## src/design/fbpa_pkg.sv

```systemverilog
// ----------------------------------------------------------------------------
// fbpa_pkg
// Shared types and constants for the fixed block pool allocator.
// ----------------------------------------------------------------------------
package fbpa_pkg;

    // pool size and register reset value
    localparam int unsigned P_MAX_BLOCKS      = 1024;
    localparam int unsigned P_CNT_W           = 11;
    localparam int unsigned P_IDX_W           = 10;
    localparam logic [P_CNT_W-1:0] P_BLOCK_COUNT_RST = 11'd1024;

    // stream data widths, padded to whole bytes
    localparam int unsigned P_S_TDATA_W = 16;
    localparam int unsigned P_M_TDATA_W = 24;

    // operation codes carried on s_tuser
    typedef enum logic {
        OP_ALLOC = 1'b0,
        OP_FREE  = 1'b1
    } t_op;

    // controller states
    typedef enum logic [1:0] {
        ST_CLEAR,
        ST_IDLE,
        ST_POP
    } t_state;

    // commands from controller to datapath
    typedef struct packed {
        logic sweep_wr;  // write one init link, advance sweep pointer
        logic accept;    // item taken this cycle, load result and update list
        logic pop;       // load head from the link read last cycle
    } t_dp_cmd;

    // status from datapath to controller
    typedef struct packed {
        logic sweep_last;  // sweep pointer on the last entry
        logic pool_empty;  // no block counted free
        logic out_busy;    // result register holds an item that is not taken
    } t_dp_sts;

endpackage

```

## src/design/fbpa_ctrl.sv

```systemverilog
// ----------------------------------------------------------------------------
// fbpa_ctrl
// Controller: clearing pass, item acceptance and the head pop sequence.
// ----------------------------------------------------------------------------
module fbpa_ctrl
    import fbpa_pkg::*;
(
    input  logic    i_clk,
    input  logic    i_rst_n,
    input  logic    i_cfg_we,
    input  logic    i_valid,
    input  t_op     i_op,
    input  t_dp_sts i_sts,
    output logic    o_ready,
    output t_dp_cmd o_cmd
);

    t_state r_state;
    t_state n_state;

    // state register
    always_ff @(posedge i_clk) begin
        if (!i_rst_n) begin
            r_state <= ST_CLEAR;
        end else begin
            r_state <= n_state;
        end
    end

    // next state and commands
    always_comb begin
        n_state      = r_state;
        o_ready      = 1'b0;
        o_cmd        = '0;
        unique case (r_state)
            ST_CLEAR: begin
                o_cmd.sweep_wr = 1'b1;
                if (i_sts.sweep_last) begin
                    n_state = ST_IDLE;
                end
            end
            ST_IDLE: begin
                o_ready = !i_sts.out_busy;
                if (i_valid && !i_sts.out_busy) begin
                    o_cmd.accept = 1'b1;
                    // a granted allocate still has to follow the link
                    if (i_op == OP_ALLOC && !i_sts.pool_empty) begin
                        n_state = ST_POP;
                    end
                end
            end
            ST_POP: begin
                o_cmd.pop = 1'b1;
                n_state   = ST_IDLE;
            end
            default: begin
                n_state = ST_CLEAR;
            end
        endcase
        // a register write restarts the list from scratch
        if (i_cfg_we) begin
            n_state = ST_CLEAR;
        end
    end

endmodule

```

## config.mk

```make
export PLATFORM = sky130hd
export DESIGN_NAME = fbpa_ctrl
export DESIGN_NICKNAME = d
export VERILOG_FILES = /design/src/design/fbpa_pkg.sv /design/src/design/fbpa_ctrl.sv
export SDC_FILE = /design/constraint.sdc
export NUM_CORES = 1
export LEC_CHECK = 0
export ABC_AREA = 1
export ABC_CLOCK_PERIOD_IN_PS = 1000
export BUFFER_PORTS_ARGS = -buffer_cell sky130_fd_sc_hd__buf_2
export CAP_MARGIN = 25
export CORE_AREA = 8 8 45 47
export DETAILED_ROUTE_END_ITERATION = 8
export DIE_AREA = 0 0 53 55
export GPL_ROUTABILITY_DRIVEN = 0
export GPL_TIMING_DRIVEN = 0
export MAX_ROUTING_LAYER = met4
export PLACE_DENSITY_LB_ADDON = 0.15
export SLEW_MARGIN = 20
export SYNTH_ARGS = -nofsm -noshare
export SYNTH_HDL_FRONTEND = slang
export SYNTH_SLANG_ARGS = --single-unit
```

## constraint.sdc

```tcl
create_clock -name i_clk -period 1 [get_ports i_clk]
set_input_delay 0.05 -clock i_clk [delete_from_list [all_inputs] [get_ports i_clk]]
set_output_delay 0.05 -clock i_clk [all_outputs]
set_load 0.03 [all_outputs]
```

### Word level (Yosys, flattened, before mapping)

Index checks and enable logic that the tools add are counted.

| storage, ports and cells | value |
|---|---|
| register bits after elaboration | 2 |
| word-level logic and storage cells | 24 |
| input bits | 8 |

| cells by class | value |
|---|---|
| equality and inequality tests | 5 |
| reduce and logical (&&, ||, !) cells | 7 |
| bitwise operators | 2 |
| multiplexer cells | 9 |

Operators by type and width:

| cell | number |
|---|---|
| $mux 2 | 3 |
| $ne 2x2->1 const B | 3 |
| $pmux 2 s3 | 1 |
| $mux 1 | 5 |
| $reduce_and 3->1 | 1 |
| $eq 2x1->1 const B | 1 |
| $eq 2x2->1 const B | 1 |
| $logic_and 1x1->1 | 2 |
| $logic_not 1->1 | 2 |
| $logic_not 2->1 | 1 |
| $not 1->1 | 2 |
| $reduce_or 2->1 | 1 |

### Logic depth before layout (Yosys ltp)

| depth | value |
|---|---|
| depth in word-level cells | 5 |
| mapped depth | 5 |
| mapped depth without buffers | 5 |

### Worst setup path after synthesis

Ideal clock, no wire load.

| path | value |
|---|---|
| kind | reg-to-output |
| from | register r_state[0] |
| to | output o_ready |
| cell stages (with the launch flop) | 5 |
| arrival time | 939 ps |
| path slack | 11 ps |
| path buffers | 0 |
| cells stage by stage | dfxtp_1 inv_2 nor2_2 inv_2 nor2_1 |

| between the ends | value |
|---|---|
| longest elaborated chain between the ends | 2 |

RTL lines:

| what | RTL line | RTL |
|---|---|---|
| start: declaration | fbpa_ctrl.sv:18 | `t_state r_state;` |
| start signal: assignment | fbpa_ctrl.sv:26 | `r_state <= n_state;` |
| $eq 2x1->1 | fbpa_ctrl.sv:35 | `unique case (r_state)` |
| $mux 1 | fbpa_ctrl.sv:35 |  |
| end: declaration | fbpa_ctrl.sv:14 | `output logic o_ready,` |

Every way passes these cells.

==> summary.txt <==
CP startpoint kind = register
Iter 0 DRT Violations = 0
Syn_nets = 28
Antenna cell count = 0
Initial antenna violation count = 0
Final routed DRC violation total = 0
Initial core utilization = 0.0904
CP max stage delay = 0.32 ns
Drt wl/cell = 8.40 um
Yosys warning total = 0
RSZ-0062 raised after global routing = true
Largest register FFs = 2
Die H = 55 um
Most frequent CP cell = inv_2
Cell variety after synth = 9
CP Cell Sequence = inv_2 > nor2_4 > inv_2 > nor3_2 > buf_4
Status = finished, violations left
Largest register by flop count = r_state
Setup WS post-layout = -0.0825 ns
Fmax = 924 MHz
Core Region = 1380 um2
Synthesized instance count = 20
Synthesis-to-layout area growth = 138%
Most frequent cells in the layout = 7 x buf_2, 7 x buf_4
Final TNS setup = -0.118 ns
Top fanout value on the critical path = 3
Die Area = 2920 um2
Pins Over Slew Limit = 0
Total number of vias = 186
CTS tree = built
Layout Skew = 0.0000299 ns
CTS Root Cell = clkbuf_4
Final antenna-violating net count = 0
Setup crit end kind = output port
Die X-Extent = 53 um
Hold_buf cts = 0
DR vias/cell = 3.38
Failing checks = negative setup slack
Power Density = 1100 nW/um2
Post-synth top area share = 0.320
Netlist Area Pre-Place = 125 um2
Total track usage = 0.0377
Post-Route WL = 462 um
#FFs+latches synth = 2
Gr ovfl total = 0
DP Area = 200 um2
Largest area contributor in the netlist = dfxtp_1
Layout cells sized above 1 = 0.718
CTS sink cnt = 2
Worst-path clk slew = 0.03 ns
Endpoints failing hold = 0
P_leak = 0.146 nW
Synth top area cells = dfxtp_1 32%, nor3_2 16%, nor2_1 15%
Fin crit period = 1.08 ns
Port Buffers = 11
DRT Pass-1 Iters = 1
CP Data Arrival Time = 1.03 ns
Largest net degree at the start of global routing = 5
Pre-CTS setup slack = 0.0598 ns
TritonCTS buffer count = 3
Max-cap violations = 0
Slew margin rel. = 0.886
Largest regs = r_state x2
Final #Nets = 49
Worst Tran Pin Value = 0.169 ns
Design area = 298 um2
Hpwl dp = 319 um
Slowest-stage cell, CP = dfxtp_2
Hold Path Depth = 3
Crit Path Category = reg -> out
First-pass GRT wire length = 703 um
Number of global-route vias before repair = 203
VDD IR-drop max = 0.264 mV
Post-synthesis sequential area ratio = 0.320
Final setup viols = 3
HP Class = in -> reg
Final worst-path cycle share = 1.08
FP Rows = 14
CTS H-tree lvls = 1
Clock Path Buffers = 2
Worst r2r path cells = 6
Worst skew pair latency = 0.22 ns
Boundary Pins = 12
Worst path required time = 0.95 ns
Avg Inst Size Synth = 6.26 um2
-- worst max-delay path: cells and delay by family (launching register included) --
family,cells,cell delay (ns)
buffers and inverters,3,0.29
DFF,1,0.32
and+or+nand+nor,2,0.20
-- per-layer routing --
metal	wire length (um)	track usage	up-vias
met2	176	0.0430	12
li1	-	-	99
met5	0	-	-
met1	225	0.0348	75
met3	60	0.0267	0
met4	0	0.0517	0
-- report_power, final --
group | leakage, nW | internal [W] | switching (W) | total [W]
registers | 0.0175 | 0.0000803 | 0.00000137 | 0.0000817
clock network | 0.0138 | 0.000132 | 0.0000458 | 0.000178
logic | 0.115 | 0.0000342 | 0.0000328 | 0.0000670
-- layout make-up --
class                   count  area (um2)
well taps                  16        20.0
repair buffers             16         110
multi-input cells          13        81.3
clock buffers               3        22.5
flip-flops and latches      2        45.0
inverters                   5        18.8
fillers                   160        1090
-- timing repair --
| action | CTS | global route |
|---|---|---|
| pin swaps | 1 | 2 |
| setup endpoints to repair | 2 | 4 |
| buffers inserted | 2 | 3 |
| resized for setup | 7 | 6 |
-- final timing paths --
kind / start / to / slack, ns
max: r_state[0] / o_cmd[1] / -0.08
min reg2reg: r_state[1] / r_state[0] / 0.53
max reg2reg: r_state[0] / r_state[1] / 0.09
min: i_rst_n / r_state[1] / 0.10
-- Yosys cell counts --
library cell  instances
dfxtp_1               2
nor2_2                1
nor3_2                2
inv_2                 2
inv_1                 3
nand2_1               3
a21oi_1               1
o21ai_0               1
nor2_1                5
-- per-stage QoR --
step | instances | hold WS [ns] | util | total power [W]
floorplan | 20 | 0.168 | - | 0.000110
global placement | 47 | 0.341 | 0.145 | 0.000131
detailed placement | 47 | 0.344 | 0.145 | 0.000131
CTS | 52 | 0.0939 | 0.184 | 0.000331
global route | 55 | 0.101 | 0.215 | 0.000354
finish | 55 | 0.100 | 0.215 | 0.000327
-- cell families (layout without fill, tap and decap cells) --
family          after synthesis  in the layout  synth area share
compound gates                2              2            0.0799
buf+inv                       5             24             0.150
flops                         2              2             0.320
simple gates                 11             11             0.450
Power figures use the tool's default switching activity.
